--- config.mk ---
export PLATFORM = sky130hd
export DESIGN_NAME = pcgb_ram
export DESIGN_NICKNAME = d
export VERILOG_FILES = /design/src/rtl/core/pcgb_ram.sv
export SDC_FILE = /design/constraint.sdc
export NUM_CORES = 1
export LEC_CHECK = 0
export BUFFER_PORTS_ARGS = -buffer_cell sky130_fd_sc_hd__buf_2
export CAP_MARGIN = 40
export CORE_ASPECT_RATIO = 0.6
export CORE_MARGIN = 5
export CORE_UTILIZATION = 50
export CTS_CLUSTER_DIAMETER = 120
export CTS_CLUSTER_SIZE = 20
export DETAILED_ROUTE_END_ITERATION = 8
export MAX_ROUTING_LAYER = met4
export PLACE_DENSITY = 0.72
export SLEW_MARGIN = 20
export SYNTH_ARGS = -nofsm -noshare
export SYNTH_HDL_FRONTEND = slang
export SYNTH_SLANG_ARGS = --single-unit
export TNS_END_PERCENT = 10
--- constraint.sdc ---
create_clock -name clk -period 2.4 [get_ports clk]
set_input_delay 0.48 -clock clk [delete_from_list [all_inputs] [get_ports clk]]
set_output_delay 0.48 -clock clk [all_outputs]
set_load 0.01 [all_outputs]
--- src/rtl/core/pcgb_ram.sv ---
`default_nettype none
module pcgb_ram #(
  parameter int WIDTH = 8,
  parameter int DEPTH = 16,
  localparam int AW = (DEPTH > 1) ? $clog2(DEPTH) : 1
) (
  input  wire logic             clk,
  input  wire logic             we,
  input  wire logic [AW-1:0]    waddr,
  input  wire logic [WIDTH-1:0] wdata,
  input  wire logic [AW-1:0]    raddr,
  output logic      [WIDTH-1:0] rdata
);

  logic [WIDTH-1:0] mem [DEPTH];

  always_ff @(posedge clk) begin
    if (we) begin
      mem[waddr] <= wdata;
    end
    rdata <= mem[raddr];
  end

endmodule
`default_nettype wire

# Yosys cells after proc, flatten, opt, wreduce, memory -nomap -nowiden
# Memory sizes are Yosys's and may differ from the RTL's. A register that Yosys moved wholly into a read port is not among the register bits.
# Cells that the tools add are included.
# word_totals
mem_count	1
regBits	0
inputBits	18
mem_bits_rw	128
wordCells	3
out_inout_bits	8
# op_classes
mux	2
# mem_list
name	depth	word_bits	rd	rd_clocked_by_memory_dff	write_ports	line	rtl
mem	16	8	1	1	1	15	logic [WIDTH-1:0] mem [DEPTH];
# ops
cell	n
two-way mux 1 bit	2

# Depth between registers and ports, before layout
# Gate-level depths: netlist (run 1).
# logic_depth
word_depth	2
depth_mapped	5
mapped_depth_nobuf	3

# Worst setup path after synthesis (run 1)
# Ideal clock, no wire load.
# synth_timing
path_type	in2reg
startpoint	in waddr[2]
endpoint	mem mem[0][0] (enable)
t_required_ns	2.017
cell_stages	2
slack_ns	0.427
path_buffers	0
setup_time_ns	0.383
t_arrival_ns	1.590
cell_sequence	or3b_2 nor3_1
# synth_rtl
element	line	rtl
from (decl)	9	input wire logic [AW-1:0] waddr,
to (decl)	15	
# Straight into the memory's write port.

==> impl_metrics.yaml, run 1 <==
die:
  io_pins: 26
  dieArea_sq_um: 12500
  placement_rows: 28
  die_height_um: 88.6
  fp.coreArea_sq_um: 9950
  die_x_um: 141
  initial_core_util_pct: 51.7
place:
  dp_slack_ns: 0.444
  dpl_cell_area_sq_um: 5520
  dpl.hpwl_um: 6210
  finalWeightedCongestion: 0.808
  numPortBuffers: 25
pwr:
  p_total_mw: 5.46
  p_leak_nw: 2.09
  switching_share_pct: 20.0
  p_per_area_nw_per_um2: 892
  p_int_mw: 4.37
  power_frac_seq_pct: 48.9
  p_switching_mw: 1.09
  max-vdd-ir-drop_mv: 0.639
  combPwrFrac_pct: 4.7
  clock_power_share_pct: 46.4
job:
  maxCapViolCount: 0
timing:
  fin_skew_ns: 0.00940
  worstMarginPinSlew_ns: 0.727
  slew_headroom_pct: 51.3
  finalCritPeriodShare_pct: 64.5
  rsz0062_at_grt: "false"
  drv_slew: 0
  clock.fmax_mhz: 646
  period_needed_ns: 1.55
  hold_viol_final: 0
  setup_ws_ns: 0.852
  setup_viol: 0
  timing.hold.ws_ns: 0.464
  setup_tns_ns: 0
route:
  dr_wl_met2_um: 4470
  route.detailed.drc: 0
  drt_iter0_markers: 312
  drt_wl_total_um: 10200
  via_per_inst: 5.69
  vias: 2445
  routedWlPerCell_um: 23.6
  dr.pass1.iters: 4
  postRouteAntennaNets: 0
  routedLengthMet1_um: 4760
  maxUsedRoutingLayer: "met4"
  met3_length_um: 871
worst_setup_path:
  worstRegToRegCells: 3
  required_ns: 2.69
  cp-end-kind: "flip-flop"
  start_kind: "input pin"
  critPathMaxFanout: 32
  crit_arrival_ns: 1.84
  critical_path_class: "input pin to flip-flop"
outcome:
  status: "completed"
final_layout:
  drive_gt1_share_pct: 31.9
  fillers: 717
  area_delta_synth_final_pct: 18.8
  nets: 300
  final_cell_mix: "128 x edfxtp_1, 25 x buf_2, 18 x mux4_2, 17 x clkbuf_16, 17 x buf_4"
  seq_area_sq_um: 4000
  fin_area_sq_um: 6110
  insertedDiodeCount: 0
  final_common_cell: "edfxtp_1"
  multi_input_area_sq_um: 1060
logic_synthesis:
  synth_area_leader_cell: "edfxtp_1"
  yosys_warnings: 0
  ys_seq_elements: 136
  synthCells: 229
  syn-cell-area_sq_um: 5150
  synthTopCellsByArea: "edfxtp_1 75%, mux4_2 7.9%, mux4_1 7.1%"
  synth_seq_area_share_pct: 77.8
  synth.avg_cell_area_sq_um: 22.5
  syn_nets: 247
  yosys.area.top_type_share_pct: 74.7
  synth.distinct_cells: 19
clocking:
  h-tree-depth: 4
  cts_buffers: 17
  cts-root-buf: "clkbuf_16"
  cts.repair.resized: 0
  cts_setup_buffers: 0
  cts_hold_buf: 0
  worst_skew_pair.late_latency_ns: 0.41
  clk_path_buf_depth: 2
  cts_num_sinks: 136
  clk_transition_reported_paths_ns: 0.06
  cts_tree: "built"
global_routing:
  grt_pass1_wl_um: 15500
  grt_start_max_net_pins: 33
  grt_util_all_layers_pct: 18.6
  grt_pass1_vias: 2494
  overflow: 0
  antenna_found_initial: 0
worst_hold_path:
  hold_class: "input pin to flip-flop"
  hold_depth: 1
[state kept, by name, summed over array words and instances (netlist names)]
| name | count |
|---|---|
| mem | 128 |
| rdata | 8 |
[cell type report]
type	count	area share [%]
clock inverter	12	2.05
tap	135	2.76
multi-input combinational	83	17.3
clock buffer	20	7.63
timing repair buffer	44	4.79
sequential	136	65.5
[logic make-up (layout without fill, tap and decap cells)]
kind of cell	count (synthesis)	count (layout)	share of synthesized area (%)
AND/OR/NAND/NOR	35	35	3.18
buffers and inverters	10	76	1.68
flip-flops	136	136	77.8
AO/OA/AOI/OAI	16	16	2.33
multiplexers	32	32	15.0
[cells in the mapped netlist]
cell type,n
edfxtp_1,128
mux4_2,18
a22oi_1,16
mux4_1,14
nor2_1,13
nand2_1,9
dfxtp_1,8
nor3_1,4
buf_2,3
buf_6,3
clkdlybuf4s25_2,3
nand2b_1,2
nand3b_1,2
and2_1,1
and2b_1,1
buf_4,1
nand3_1,1
nor2b_1,1
or3b_2,1
[metrics by stage]
stage / std cells / util (%)
finish: 430 / 61.5
floorplan: 229 / -
CTS: 430 / 61.5
global placement: 398 / 55.5
detailed placement: 398 / 55.5
global route: 430 / 61.5
[final timing paths]
check | from | end | slack, ns
setup reg to reg | mem[6][2] | rdata[2] | 1.03
hold reg to reg | mem[14][2] | rdata[2] | 0.67
setup / recovery | raddr[0] | rdata[3] | 0.85
hold / removal | wdata[7] | mem[12][7] | 0.46
[per-layer routing]
metal / track usage, % / vias up
li1: - / 1084
met1: 27.5 / 1266
met2: 24.9 / 91
met3: 5.89 / 4
met4: 5.63 / 0
met5: - / -
[power by group through the flow]
| stage | Combinational, mW | Sequential (mW) | Clock [mW] |
|---|---|---|---|
| finish | 0.254 | 2.67 | 2.53 |
| global route | 0.274 | 2.67 | 2.71 |
| CTS | 0.256 | 2.67 | 2.58 |
| detailed placement | 0.255 | 2.72 | 0 |
| global placement | 0.251 | 2.72 | 0 |
| floorplan | 0.135 | 2.72 | 0 |
[worst max-delay path, cell delays in order]
cell and delay, ns:
buf_2 0.10, buf_12 0.25, mux4_1 0.68, a22oi_1 0.21, nand2_1 0.09
Power figures use the tool's default switching activity.
==> inputs of run 2 (changes only) <==
--- a/config.mk
+++ b/config.mk
@@ -14,7 +14,7 @@
 export CTS_CLUSTER_SIZE = 20
 export DETAILED_ROUTE_END_ITERATION = 8
 export MAX_ROUTING_LAYER = met4
-export PLACE_DENSITY = 0.72
+export PLACE_DENSITY = 0.75
 export SLEW_MARGIN = 20
 export SYNTH_ARGS = -nofsm -noshare
 export SYNTH_HDL_FRONTEND = slang
==> constraint.sdc (replaced) <==
create_clock -name clk -period 1.4 [get_ports clk]
set_input_delay 0.28 -clock clk [delete_from_list [all_inputs] [get_ports clk]]
set_output_delay 0.28 -clock clk [all_outputs]
set_load 0.01 [all_outputs]
==> impl_metrics.yaml, run 2 (synthesis results as in run 1) <==
outcome:
  status: "completed"
timing:
  clock.fmax_mhz: 737
  slew_headroom_pct: 45.4
  finalCritPeriodShare_pct: 96.9
  fin_skew_ns: 0.00861
  hold_viol_final: 0
  drv_slew: 0
  worstMarginPinSlew_ns: 0.818
  setup_viol: 0
  setup_tns_ns: 0
  period_needed_ns: 1.36
  setup_ws_ns: 0.0439
die:
  die_height_um: 88.6
  die_x_um: 141
  io_pins: 26
  placement_rows: 28
  initial_core_util_pct: 51.7
  dieArea_sq_um: 12500
  fp.coreArea_sq_um: 9950
clocking:
  clk_path_buf_depth: 2
  clk_transition_reported_paths_ns: 0.06
  cts-root-buf: "clkbuf_16"
  cts_buffers: 17
  cts_hold_buf: 0
  worst_skew_pair.late_latency_ns: 0.41
  h-tree-depth: 4
  cts_num_sinks: 136
  cts_tree: "built"
final_layout:
  insertedDiodeCount: 0
  fin_area_sq_um: 6260
  final_common_cell: "edfxtp_1"
  area_delta_synth_final_pct: 21.6
  top_regs: "mem: 128 flops, rdata: 8 flops"
  drive_gt1_share_pct: 33.9
  nets: 307
  largest_register_ffs: 128
  regMostFlops: "mem"
  final_cell_mix: "128 x edfxtp_1, 25 x buf_2, 22 x buf_4, 18 x mux4_2, 17 x clkbuf_16"
  fillers: 673
  utilization_pct: 62.9
place:
  dp_slack_ns: -0.349
  dpl.hpwl_um: 6750
  finalWeightedCongestion: 0.752
  numPortBuffers: 25
  dpl_cell_area_sq_um: 5610
pwr:
  switching_share_pct: 18.7
  max-vdd-ir-drop_mv: 1.01
  power_frac_seq_pct: 47.4
  p_switching_mw: 1.81
  p_per_area_nw_per_um2: 1550
  clock_power_share_pct: 47.7
  p_int_mw: 7.86
  p_leak_nw: 2.15
  combPwrFrac_pct: 4.9
route:
  routedWlPerCell_um: 23.6
  dr.pass1.iters: 4
  postRouteAntennaNets: 0
  via_per_inst: 5.59
  drt_wl_total_um: 10300
  route.detailed.drc: 0
  drt_iter0_markers: 231
  vias: 2439
job:
  maxCapViolCount: 0
worst_setup_path:
  critical_path_class: "flip-flop to flip-flop"
  required_ns: 1.69
  critPathMaxFanout: 1
  crit_arrival_ns: 1.64
  start_kind: "flip-flop"
  cp-end-kind: "flip-flop"
global_routing:
  grt_pass1_wl_um: 15900
  overflow: 0
  grt_pass1_vias: 2627
  grt_util_all_layers_pct: 19.1
  antenna_found_initial: 0
  grt_start_max_net_pins: 20
worst_hold_path:
  hold_class: "input pin to flip-flop"
## run 2: changes by cell type in the layout (fill, tap and decap cells not counted), sizes merged
cell,change
clkbuf,-2
buf,+7
clkinvlp,-2
bufinv,+3
## run 2: what timing repair did
item | CTS | global route
gates resized for setup | 0 | 6
buffers inserted | 0 | 0
endpoints found under the setup margin | 0 | 4
## run 2: layer usage
layer / GRT usage (%) / up-vias / share of wire (%)
li1: - / 1090 / -
met4: 5.19 / 0 / 0.54
met1: 25.6 / 1265 / 45
met3: 7.02 / 6 / 7.5
met5: - / - / 0
met2: 27.9 / 78 / 47
## run 2: power groups by stage
stage	Combinational (mW)	Sequential [mW]	Clock [mW]
2_1_floorplan	0.233	4.67	0
3_3_place_gp	0.453	4.66	0
3_5_place_dp	0.468	4.67	0
4_1_cts	0.474	4.58	4.70
5_1_grt	0.517	4.59	4.90
6_report	0.476	4.58	4.61
## run 2: layout make-up
type | count | area (sq um) | area share, %
well taps | 135 | 169 | 2.70
multi-input cells | 83 | 1100 | 17.6
flip-flops and latches | 136 | 4000 | 64.0
clock buffers | 18 | 429 | 6.86
repair buffers | 51 | 370 | 5.92
clock inverters | 13 | 184 | 2.94
## run 2: path summary, 6_finish.rpt
check / from / end / slack, ns / cells after the start
worst min-delay path: wdata[7] / mem[8][7] / 0.27 / 1
worst max register to register: mem[11][7] / rdata[7] / 0.04 / 3
worst max-delay path: mem[11][7] / rdata[7] / 0.04 / 3
worst min register to register: mem[11][1] / rdata[1] / 0.69 / 3
## run 2: worst max-delay path, cell delays in order (launching register included)
cell      delay, ns
edfxtp_1       0.36
mux4_2         0.47
a22oi_1        0.33
nand2_1        0.07
## run 2: metrics by stage
stage,power (mW),cells,hold slack (ns)
2_1_floorplan,4.90,229,0.379
3_3_place_gp,5.11,405,0.643
3_5_place_dp,5.13,405,0.675
4_1_cts,9.76,436,0.257
5_1_grt,10.0,436,0.268
6_report,9.67,436,0.269
