## src/rtl/core/pcgb_pkg.sv

```systemverilog
`default_nettype none
package pcgb_pkg;

  // Default geometry
  localparam int TILE_W_DEF     = 64;
  localparam int TILE_H_DEF     = 64;
  localparam int COUNT_BITS_DEF = 16;

  // Word widths
  localparam int DATA_W = 32;
  localparam int LIN_W  = 22;  // signed row*width+col

  // Commands
  localparam logic [1:0] CMD_CLEAR = 2'd0;
  localparam logic [1:0] CMD_ADD   = 2'd1;
  localparam logic [1:0] CMD_READ  = 2'd2;

  // Modes
  localparam logic [2:0] MODE_INTEN = 3'd0;
  localparam logic [2:0] MODE_HIGH  = 3'd1;
  localparam logic [2:0] MODE_LOW   = 3'd2;
  localparam logic [2:0] MODE_RET   = 3'd3;
  localparam logic [2:0] MODE_RGB   = 3'd4;

  // Register indexes
  localparam logic [1:0] REG_MODE   = 2'd0;
  localparam logic [1:0] REG_WIDTH  = 2'd1;
  localparam logic [1:0] REG_HEIGHT = 2'd2;
  localparam logic [1:0] REG_NULL   = 2'd3;

  // Unsigned add saturating at all ones
  function automatic logic [DATA_W-1:0] sat_add(input logic [DATA_W-1:0] a,
                                                input logic [DATA_W-1:0] b);
    logic [DATA_W:0] s;
    s = {1'b0, a} + {1'b0, b};
    sat_add = s[DATA_W] ? {DATA_W{1'b1}} : s[DATA_W-1:0];
  endfunction

  // Clamp to the largest positive signed value
  function automatic logic [DATA_W-1:0] clamp_pos(input logic [DATA_W-1:0] v);
    clamp_pos = v[DATA_W-1] ? {1'b0, {(DATA_W-1){1'b1}}} : v;
  endfunction

endpackage
`default_nettype wire

```

## src/rtl/core/pcgb_div.sv

```systemverilog
`default_nettype none
module pcgb_div
  import pcgb_pkg::*;
(
  input  wire logic              clk,
  input  wire logic              rst_n,
  input  wire logic              start,
  input  wire logic [DATA_W-1:0] dividend,
  input  wire logic [DATA_W-1:0] divisor,
  output logic                   done,
  output logic      [DATA_W-1:0] quotient
);

  localparam int CW = $clog2(DATA_W + 1);

  logic [DATA_W-1:0] rem_r, quo_r, dsr_r;
  logic [CW-1:0]     step_r;
  logic              run_r, done_r;
  logic [DATA_W:0]   trial;

  // One quotient bit per cycle, restoring
  assign trial = {rem_r, quo_r[DATA_W-1]} - {1'b0, dsr_r};

  always_ff @(posedge clk) begin
    if (!rst_n) begin
      run_r  <= 1'b0;
      done_r <= 1'b0;
      step_r <= '0;
    end else begin
      done_r <= 1'b0;
      if (start) begin
        run_r  <= 1'b1;
        step_r <= '0;
        rem_r  <= '0;
        quo_r  <= dividend;
        dsr_r  <= divisor;
      end else if (run_r) begin
        if (!trial[DATA_W]) begin
          rem_r <= trial[DATA_W-1:0];
          quo_r <= {quo_r[DATA_W-2:0], 1'b1};
        end else begin
          rem_r <= {rem_r[DATA_W-2:0], quo_r[DATA_W-1]};
          quo_r <= {quo_r[DATA_W-2:0], 1'b0};
        end
        step_r <= step_r + 1'b1;
        if (step_r == CW'(DATA_W - 1)) begin
          run_r  <= 1'b0;
          done_r <= 1'b1;
        end
      end
    end
  end

  assign done     = done_r;
  assign quotient = quo_r;

endmodule
`default_nettype wire

```

## config.mk

```make
export PLATFORM = sky130hd
export DESIGN_NAME = pcgb_div
export DESIGN_NICKNAME = d
export VERILOG_FILES = /design/src/rtl/core/pcgb_pkg.sv /design/src/rtl/core/pcgb_div.sv
export SDC_FILE = /design/constraint.sdc
export NUM_CORES = 1
export LEC_CHECK = 0
export BUFFER_PORTS_ARGS = -buffer_cell sky130_fd_sc_hd__clkbuf_2
export CAP_MARGIN = 5
export CORE_MARGIN = 5
export CORE_UTILIZATION = 54
export CTS_CLUSTER_SIZE = 16
export DETAILED_ROUTE_END_ITERATION = 12
export HOLD_SLACK_MARGIN = 0.08
export PLACE_DENSITY = 0.8
export SYNTH_ARGS = -nofsm -noshare
export SYNTH_HDL_FRONTEND = slang
export SYNTH_SLANG_ARGS = --single-unit
```

## constraint.sdc

```tcl
create_clock -name clk -period 7.63 [get_ports clk]
set_input_delay 1.1445 -clock clk [delete_from_list [all_inputs] [get_ports clk]]
set_output_delay 1.1445 -clock clk [all_outputs]
set_load 0.03 [all_outputs]
```

Word-level counts from Yosys, hierarchy flattened --
Index checks and enable logic that the tools add are counted.
Storage, ports and cells: output and inout bits 33, logic and storage cells 25, input port bits 67, flip-flop bits (word level) 104
Cells by class: bitwise logic cells 2, equality and inequality tests 1, reductions and logical operators 5, multiplexer cells 9, add/sub/neg operators 2
Operators by type and width (number):
- 2-to-1 mux 32 bit | 4
- subtractor 33 x 32 -> 33 bit | 1
- adder 6 x 1 -> 6 bit, second input constant | 1
- == test 6 x 5 -> 1 bit, second input constant | 1
- 2-to-1 mux 1 bit | 5
- AND reduction 2 bit | 2
- OR reduction 3 bit | 1
- NOT 1 bit | 2
- nonzero test 2 bit | 1
- OR reduction 2 bit | 1

Longest topological paths before layout --
Gate-level depths: netlist of run 1.
depth in word-level cells 4, mapped depth 14

Least setup slack after synthesis of run 1 --
Ideal clock, no wire load.
kind input port to flip-flop, start point input port start, end point register quo_r[0], in the netlist quotient[0] (enable), buffers on the path 1, cell stages on the path 2, arrival time 2.991 ns, setup slack 4.211 ns, cells stage by stage buf_1 > o21a_1
On the way: word-level cells in the longest chain between the ends 2
RTL lines:
- from (decl) | RTL line pcgb_div.sv:7 | input wire logic start,
- nonzero test 2 bit (no line)
- AND reduction 2 bit (no line)
- to (signal assigned) | RTL line pcgb_div.sv:35 | quo_r <= dividend;
- to (signal assigned) | RTL line pcgb_div.sv:40 | quo_r <= {quo_r[DATA_W-2:0], 1'b1};
- to (signal assigned) | RTL line pcgb_div.sv:43 | quo_r <= {quo_r[DATA_W-2:0], 1'b0};
- to (decl) | RTL line pcgb_div.sv:16 | logic [DATA_W-1:0] rem_r, quo_r, dsr_r;
No other way between the ends. A chain may end at the register's enable or synchronous reset.

Final worst setup path of run 1 --
start point register quo_r[31], in the netlist quotient[31], end point register rem_r[13] (data pin)
On the way: word-level cells in the longest chain between the ends 3
RTL lines:
- subtractor 33 x 32 -> 33 bit | RTL line pcgb_div.sv:22 | assign trial = {rem_r, quo_r[DATA_W-1]} - {1'b0, dsr_r};
- 2-to-1 mux 32 bit | RTL line pcgb_div.sv:38 | if (!trial[DATA_W]) begin
- 2-to-1 mux 32 bit | RTL line pcgb_div.sv:37 | end else if (run_r) begin
- to (signal assigned) | RTL line pcgb_div.sv:39 | rem_r <= trial[DATA_W-1:0];
- to (signal assigned) | RTL line pcgb_div.sv:42 | rem_r <= {rem_r[DATA_W-2:0], quo_r[DATA_W-1]};
- to (decl) | RTL line pcgb_div.sv:16
No other way between the ends. The select of a mux whose other input is x is not followed.

==> results of run 1 <==
## path summary, 6_finish.rpt
| path | slack (ns) | endpoint | from | cells after the start |
|---|---|---|---|---|
| setup / recovery | 4.00 | rem_r[13]$_SDFFCE_PP0P_ | quotient[31]$_DFFE_PP_ | 13 |
| hold / removal | 0.49 | done$_SDFF_PP0_ | step_r[5]$_SDFFE_PP0P_ | 1 |
| setup reg to reg | 4.00 | rem_r[13]$_SDFFCE_PP0P_ | quotient[31]$_DFFE_PP_ | 13 |
| hold reg to reg | 0.49 | done$_SDFF_PP0_ | step_r[5]$_SDFFE_PP0P_ | 1 |
## state kept, by name, indices dropped and copies added (netlist names)
name	cells
dsr_r	32
step_r	6
rem_r	32
done	1
quotient	32
run_r	1
## cells by family after synthesis
group | count (synthesis) | share of synthesized area, %
buffers and inverters | 56 | 3.897
muxes | 59 | 10.65
AOI/OAI and AO/OA | 108 | 11.92
adders and majority gates | 34 | 7.327
and+or+nand+nor | 130 | 10.25
xor gates and xnor gates | 30 | 4.447
DFF | 104 | 51.50
## metal layers
metal  global-route usage [%]  part of all wire (%)  up-vias  routed length, um
met5                        0                     0        -                  0
li1                         -                     -     2111                  -
met4                    6.888                   1.5        0                184
met2                    31.94                    46      139               5663
met1                    26.59                    45     2000               5619
met3                    5.973                   7.6       15                941
## layout by cell type (no fill, tap or decap), types with 3 or more instances in the layout
cell / instances
clkbuf_2: 99
edfxtp_1: 96
nor2_1: 49
inv_1: 39
a21oi_1: 35
ha_1: 33
nand2_1: 32
mux2_2: 31
mux2i_1: 28
o21ai_0: 16
xnor2_1: 16
xor2_1: 14
a21o_1: 11
clkbuf_8: 9
nor2b_1: 8
dfxtp_1: 8
nand4_1: 7
nor3_1: 6
o21a_1: 6
nand3_1: 5
and3_1: 5
o21ai_1: 4
inv_6: 4
buf_4: 4
o211ai_1: 3
a31oi_1: 3
or2_2: 3
a211oi_1: 3
a211o_1: 3
o2111ai_1: 3
## power by group through the flow
stage | registers, W | clock network, W | logic, W
after floorplan | 0.000731 | 0 | 0.000307
after global placement | 0.000715 | 0 | 0.000401
after detailed placement | 0.000716 | 0 | 0.000416
after CTS | 0.000705 | 0.000336 | 0.000418
after global routing | 0.000709 | 0.000363 | 0.000469
final | 0.000705 | 0.000329 | 0.000419
## area by class of cell
cell class	count	area (sq um)	area share, %
clock inverter	6	47.55	0.7095
multi-input combinational	361	2636	39.34
inverter	39	146.4	2.184
tap	140	175.2	2.614
timing repair buffer	103	525.5	7.842
sequential	104	3043	45.41
clock buffer	10	127.6	1.904
## through the flow
step                hold slack, ns  utilization, %
global placement            0.4523           60.47
detailed placement          0.4730           60.47
finish                      0.4870           62.09
floorplan                   0.4315               -
global route                0.5156           62.09
CTS                         0.4888           62.09
## cells in the mapped netlist, types with 8 or more instances
| master | instances |
|---|---|
| edfxtp_1 | 96 |
| nor2_1 | 49 |
| inv_1 | 39 |
| a21oi_1 | 35 |
| ha_1 | 33 |
| nand2_1 | 32 |
| mux2_2 | 31 |
| mux2i_1 | 28 |
| o21ai_0 | 16 |
| xnor2_1 | 16 |
| xor2_1 | 14 |
| a21o_1 | 11 |
| clkbuf_1 | 10 |
| dfxtp_1 | 8 |
| nor2b_1 | 8 |
==> results.json, run 1 <==
{
  "ctsHoldBuffers": 0,
  "dr.pass1.iters": 5,
  "critical_path_class": "reg2reg",
  "die_area_sq_um": 13130,
  "drv_slew": 0,
  "rows": 38,
  "gr-total-overflow": 0,
  "io_buffers": 99,
  "cp_slowest_stage_delay_ns": 0.50,
  "ant_nets": 0,
  "finalCriticalPeriod_ns": 3.635,
  "grt_pass1_wl_um": 21090,
  "crit_fanout": 27,
  "track_usage_pct": 20.20,
  "coreArea_sq_um": 10790,
  "syn_inst": 521,
  "io_pins": 100,
  "tritoncts": "yes",
  "cts_buffer_depth": 2,
  "drtIter0Drc": 214,
  "arrival_ns": 3.75,
  "drive_gt1_share_pct": 25.52,
  "end_kind": "register",
  "dpl_cell_area_sq_um": 6526,
  "ir_worst_vdd_mv": 0.1407,
  "synth_ff_type": "edfxtp_1",
  "yosysTopAreaCellShare_pct": 48.79,
  "finClkSkew_ns": 0.01741,
  "cap_violations": 0,
  "yosysSeqAreaShare_pct": 51.50,
  "ys_types": 57,
  "hold_viol_final": 0,
  "vias_per_cell": 5.590,
  "yosysTopAreaCell": "edfxtp_1",
  "fin_crit_sh_pct": 47.63,
  "syn-num-nets": 622,
  "cts_made_buffers": 9,
  "syn2layout_area_growth_pct": 13.43,
  "cts.sinks": 104,
  "rsz0062_at_grt": "no",
  "combPwrFrac_pct": 28.8,
  "cp_top_family": "compound AO/OA/AOI/OAI gates",
  "drc": 0,
  "vias": 4265,
  "root_buffer": "clkbuf_8",
  "grt_max_degree": 69,
  "yosysWarnings": 0,
  "p_switching_w": 0.0004692,
  "synthArstFlopShare_pct": 0,
  "die_width_um": 114.6,
  "critPathBufInv": 2,
  "worst_setup_path_start_kind": "register",
  "setup_tns_ns": 0,
  "dp_hpwl_um": 8984,
  "seqPwrFrac_pct": 48.5,
  "fin_cells": 763,
  "wl_per_cell_um": 16.26,
  "antenna_found_initial": 0,
  "place_congestion": 0.8892,
  "grt_pass1_vias": 4427,
  "synth_area_sq_um": 5908,
  "place_ws_ns": 4.010,
  "p_sw_share_pct": 32.30,
  "synth_edf_count": 96,
  "fin_area_sq_um": 6701,
  "initial_core_util_pct": 54.74,
  "worst_slack_ns": 3.995,
  "outcome": "completed",
  "slowest_stage": "a211o_1",
  "p_leak_nw": 2.894,
  "htreeDepth": 3,
  "diodes": 0,
  "postCtsSetupBuffers": 0,
  "powerDensity_nw_per_um2": 216.7,
  "dp.cells": 747,
  "clk_pin_slew_worst_paths_ns": 0.10,
  "final-setup-viol-count": 0,
  "total_power_w": 0.001452,
  "max_freq_mhz": 275.1,
  "synth.avg_cell_area_sq_um": 11.34,
  "clk_latency_ns": 0.40,
  "synth_area_leaders": "edfxtp_1 49%, ha_1 7.0%, mux2_2 5.9%",
  "cp_data_required_time_ns": 7.74,
  "cp_cell_sequence": "inv_1 > ha_1 > fa_1 > nor2b_1 > o31ai_1 > a21oi_2 > o22a_1 > o21ai_0 > a211oi_1 > a211o_1 > buf_4 > mux2i_1 > nor2_1",
  "worstHoldPathType": "reg2reg",
  "routed_wl_um": 12410,
  "post_cts_resized": 0,
  "maxSlewHeadroom_pct": 47.53,
  "fill_cells": 877,
  "die_y_um": 114.6,
  "fin_nets": 719,
  "yosys_register_bits": 104,
  "max_slew.worst_pin.slew_ns": 0.7871,
  "p_int_w": 0.0009832,
  "p_clk_share_pct": 22.7
}
Power figures use the tool's default switching activity.
==> run 2: changes to the inputs <==
ABC_AREA = 1   (was default)
CORE_UTILIZATION = 53   (was 54)
PLACE_DENSITY = 0.81   (was 0.8)
clock period = 3.3 ns   (was 7.63 ns; I/O delays follow)
==> run 2 against run 1 <==
Compared with the run above:
- fmax up 38%
- core utilization grew 0.084 points
- cell count is 62% higher
- synthesized cell count rose by 84%
- total power rose to 3.0 times the previous value
- register-to-register slack worse by 3.3 ns
- sequential cell count is the same
- setup slack got worse by 3.3 ns
- routed wire length increased by 31%
- design area up 18%
- critical path type unchanged
- largest cell class is now multi-input combinational cells
- largest power group unchanged
- highest routed layer unchanged
==> results.json, run 2 <==
{
  "track_usage_pct": 20.97,
  "fin_nets": 1157,
  "syn2layout_area_growth_pct": 13.79,
  "finClkSkew_ns": 0.008031,
  "rsz0062_at_grt": "no",
  "maxSlewHeadroom_pct": 55.34,
  "ctsHoldBuffers": 0,
  "io_pins": 100,
  "wl_met1_um": 7188,
  "vias": 6176,
  "synth.avg_cell_area_sq_um": 7.264,
  "io_buffers": 99,
  "ys_types": 34,
  "finalCriticalPeriod_ns": 2.625,
  "coreArea_sq_um": 12720,
  "ys_top_cells_by_count": "405 x nand2_1, 166 x inv_1, 105 x nor2_1, 96 x edfxtp_1, 33 x ha_1",
  "cts.sinks": 104,
  "setup_tns_ns": 0,
  "syn_inst": 957,
  "htreeDepth": 3,
  "reg2reg_slack_ns": 0.68,
  "synth_area_leaders": "edfxtp_1 41%, nand2_1 22%, inv_1 9.0%",
  "cap_violations": 0,
  "drive_gt1_share_pct": 13.57,
  "fill_cells": 1220,
  "syn-num-nets": 1058,
  "dp_hpwl_um": 12730,
  "die_width_um": 124.5,
  "drc": 0,
  "yosysTopAreaCell": "edfxtp_1",
  "layout_common_cells": "404 x nand2_1, 166 x inv_1, 105 x nor2_1",
  "fin_area_sq_um": 7910,
  "ant_nets": 0,
  "synth_area_sq_um": 6952,
  "initial_core_util_pct": 54.64,
  "tritoncts": "yes",
  "yosys.cell_count.top_type": "nand2_1",
  "yosysTopAreaCellShare_pct": 41.47,
  "layout_commonest_cell": "nand2_1",
  "p_leak_nw": 4.294,
  "die_y_um": 124.5,
  "fin_crit_sh_pct": 79.54,
  "synth_ff_type": "edfxtp_1",
  "hold_path_depth": 1,
  "routed.top_layer": "met4",
  "cts_made_buffers": 9,
  "post_cts_resized": 0,
  "end_kind": "register",
  "wl_per_cell_um": 13.22,
  "slowest_stage": "fa_1",
  "root_buffer": "clkbuf_16",
  "clk_latency_ns": 0.36,
  "critPathBufInv": 2,
  "die_area_sq_um": 15510,
  "cp_top_family": "simple AND/OR/NAND/NOR gates",
  "antenna_found_initial": 0,
  "critical_path_class": "reg2reg",
  "wl_met2_um": 7381,
  "drv_slew": 0,
  "worst_setup_path_start_kind": "register",
  "rows": 41,
  "crit_fanout": 33,
  "diodes": 0,
  "holdWs_ns": 0.3077,
  "synthArstFlopShare_pct": 0,
  "clk_pin_slew_worst_paths_ns": 0.08,
  "worstHoldPathType": "in2reg",
  "powerDensity_nw_per_um2": 549.5,
  "grt_pass1_vias": 5901,
  "synth_edf_count": 96,
  "dpl_cell_area_sq_um": 7614,
  "cp_slowest_stage_delay_ns": 0.40,
  "final-setup-viol-count": 0,
  "yosysWarnings": 0,
  "postCtsSetupBuffers": 0,
  "yosys_register_bits": 104,
  "max_slew.worst_pin.slew_ns": 0.6691,
  "drtIter0Drc": 412,
  "r2r_cells": 17,
  "place_congestion": 0.9769,
  "cts_buffer_depth": 2,
  "yosysSeqAreaShare_pct": 43.77,
  "max_freq_mhz": 381.0,
  "hold_viol_final": 0,
  "routed_wl_um": 16310,
  "cp_cell_sequence": "inv_1 > ha_1 > fa_1 > inv_1 > nand2_1 > nand2_1 > nand3_1 > nand2_2 > nand2_2 > nand2_4 > nand2_4 > nand2_4 > nand2_2 > nand2_4 > nand2_1 > nand2_1 > nor2_1",
  "grt_pass1_wl_um": 26850,
  "vias_per_cell": 5.009,
  "wl_met3_um": 1309,
  "arrival_ns": 2.74,
  "gr-total-overflow": 0,
  "cp_data_required_time_ns": 3.42,
  "ir_worst_vdd_mv": 0.3650,
  "grt_max_degree": 47,
  "outcome": "completed",
  "dr.pass1.iters": 8,
  "critical_path_depth": 17
}
-- run 2: cell types whose count changed in the layout (fill, tap and decap cells not counted), sizes merged, moves of 9 or more --
cell   delta
a21o      -9
a21oi    -12
nand3    +25
nor2     +59
nand2   +388
xnor2    -15
mux2     -31
o21ai    -16
inv     +127
mux2i    -28
-- run 2: routing by layer --
metal / vias up / track usage, %
met5: - / 0
met4: 0 / 7.544
met3: 31 / 5.060
met2: 236 / 34.29
met1: 2767 / 27.16
li1: 3142 / -
-- run 2: final timing paths --
check | endpoint | start
worst max register to register | rem_r[19]$_SDFFCE_PP0P_ | quotient[31]$_DFFE_PP_
worst min-delay path | dsr_r[30]$_DFFE_PP_ | divisor[30]
worst max-delay path | rem_r[19]$_SDFFCE_PP0P_ | quotient[31]$_DFFE_PP_
worst min register to register | step_r[5]$_SDFFE_PP0P_ | step_r[5]$_SDFFE_PP0P_
-- run 2: where the power goes --
group	switching, W	total [W]	leakage (nW)	internal, W
combinational	0.00105	0.00157	3.15	0.000519
clock	0.000519	0.00107	0.147	0.000552
sequential	0.0000791	0.00170	0.995	0.00163
total	0.00165	0.00435	4.29	0.00270
-- run 2: cell type report --
class	instances	area, sq um	area share [%]
inverters	168	630.6	7.972
multi-input cells	670	3187	40.29
clock buffers	10	239.0	3.021
repair buffers	103	538.0	6.802
flip-flops and latches	104	3043	38.47
well taps	172	215.2	2.721
clock inverters	6	57.56	0.7276
-- run 2: kinds of logic (layout without fill, tap and decap cells) --
| logic type | after synthesis | after routing | synth area share [%] |
|---|---|---|---|
| AND/OR/NAND/NOR | 584 | 584 | 34.52 |
| buffers and inverters | 183 | 287 | 10.42 |
| flip-flops | 104 | 104 | 43.77 |
| AO/OA/AOI/OAI | 37 | 37 | 3.168 |
| adder cells (fa/ha/maj) | 34 | 34 | 6.228 |
| XOR/XNOR | 15 | 15 | 1.890 |
-- run 2: worst reg2reg max path, stage by stage (launching register included) --
cell	delay, ns
edfxtp_1	0.37
inv_1	0.05
ha_1	0.21
fa_1	0.40
inv_1	0.09
nand2_1	0.06
nand2_1	0.10
nand3_1	0.09
nand2_2	0.12
nand2_2	0.07
nand2_4	0.07
nand2_4	0.07
nand2_4	0.08
nand2_2	0.06
nand2_4	0.28
nand2_1	0.12
nand2_1	0.08
nor2_1	0.05
-- run 2: through the flow --
stage / setup slack (ns) / power (W) / util [%] / std cells
floorplan: 0.6317 / 0.002934 / - / 957
global placement: 0.8274 / 0.003238 / 59.84 / 1217
detailed placement: 0.6729 / 0.003276 / 59.84 / 1217
CTS: 0.6562 / 0.004355 / 62.18 / 1233
global route: 0.4316 / 0.004632 / 62.18 / 1233
finish: 0.6752 / 0.004347 / 62.18 / 1233
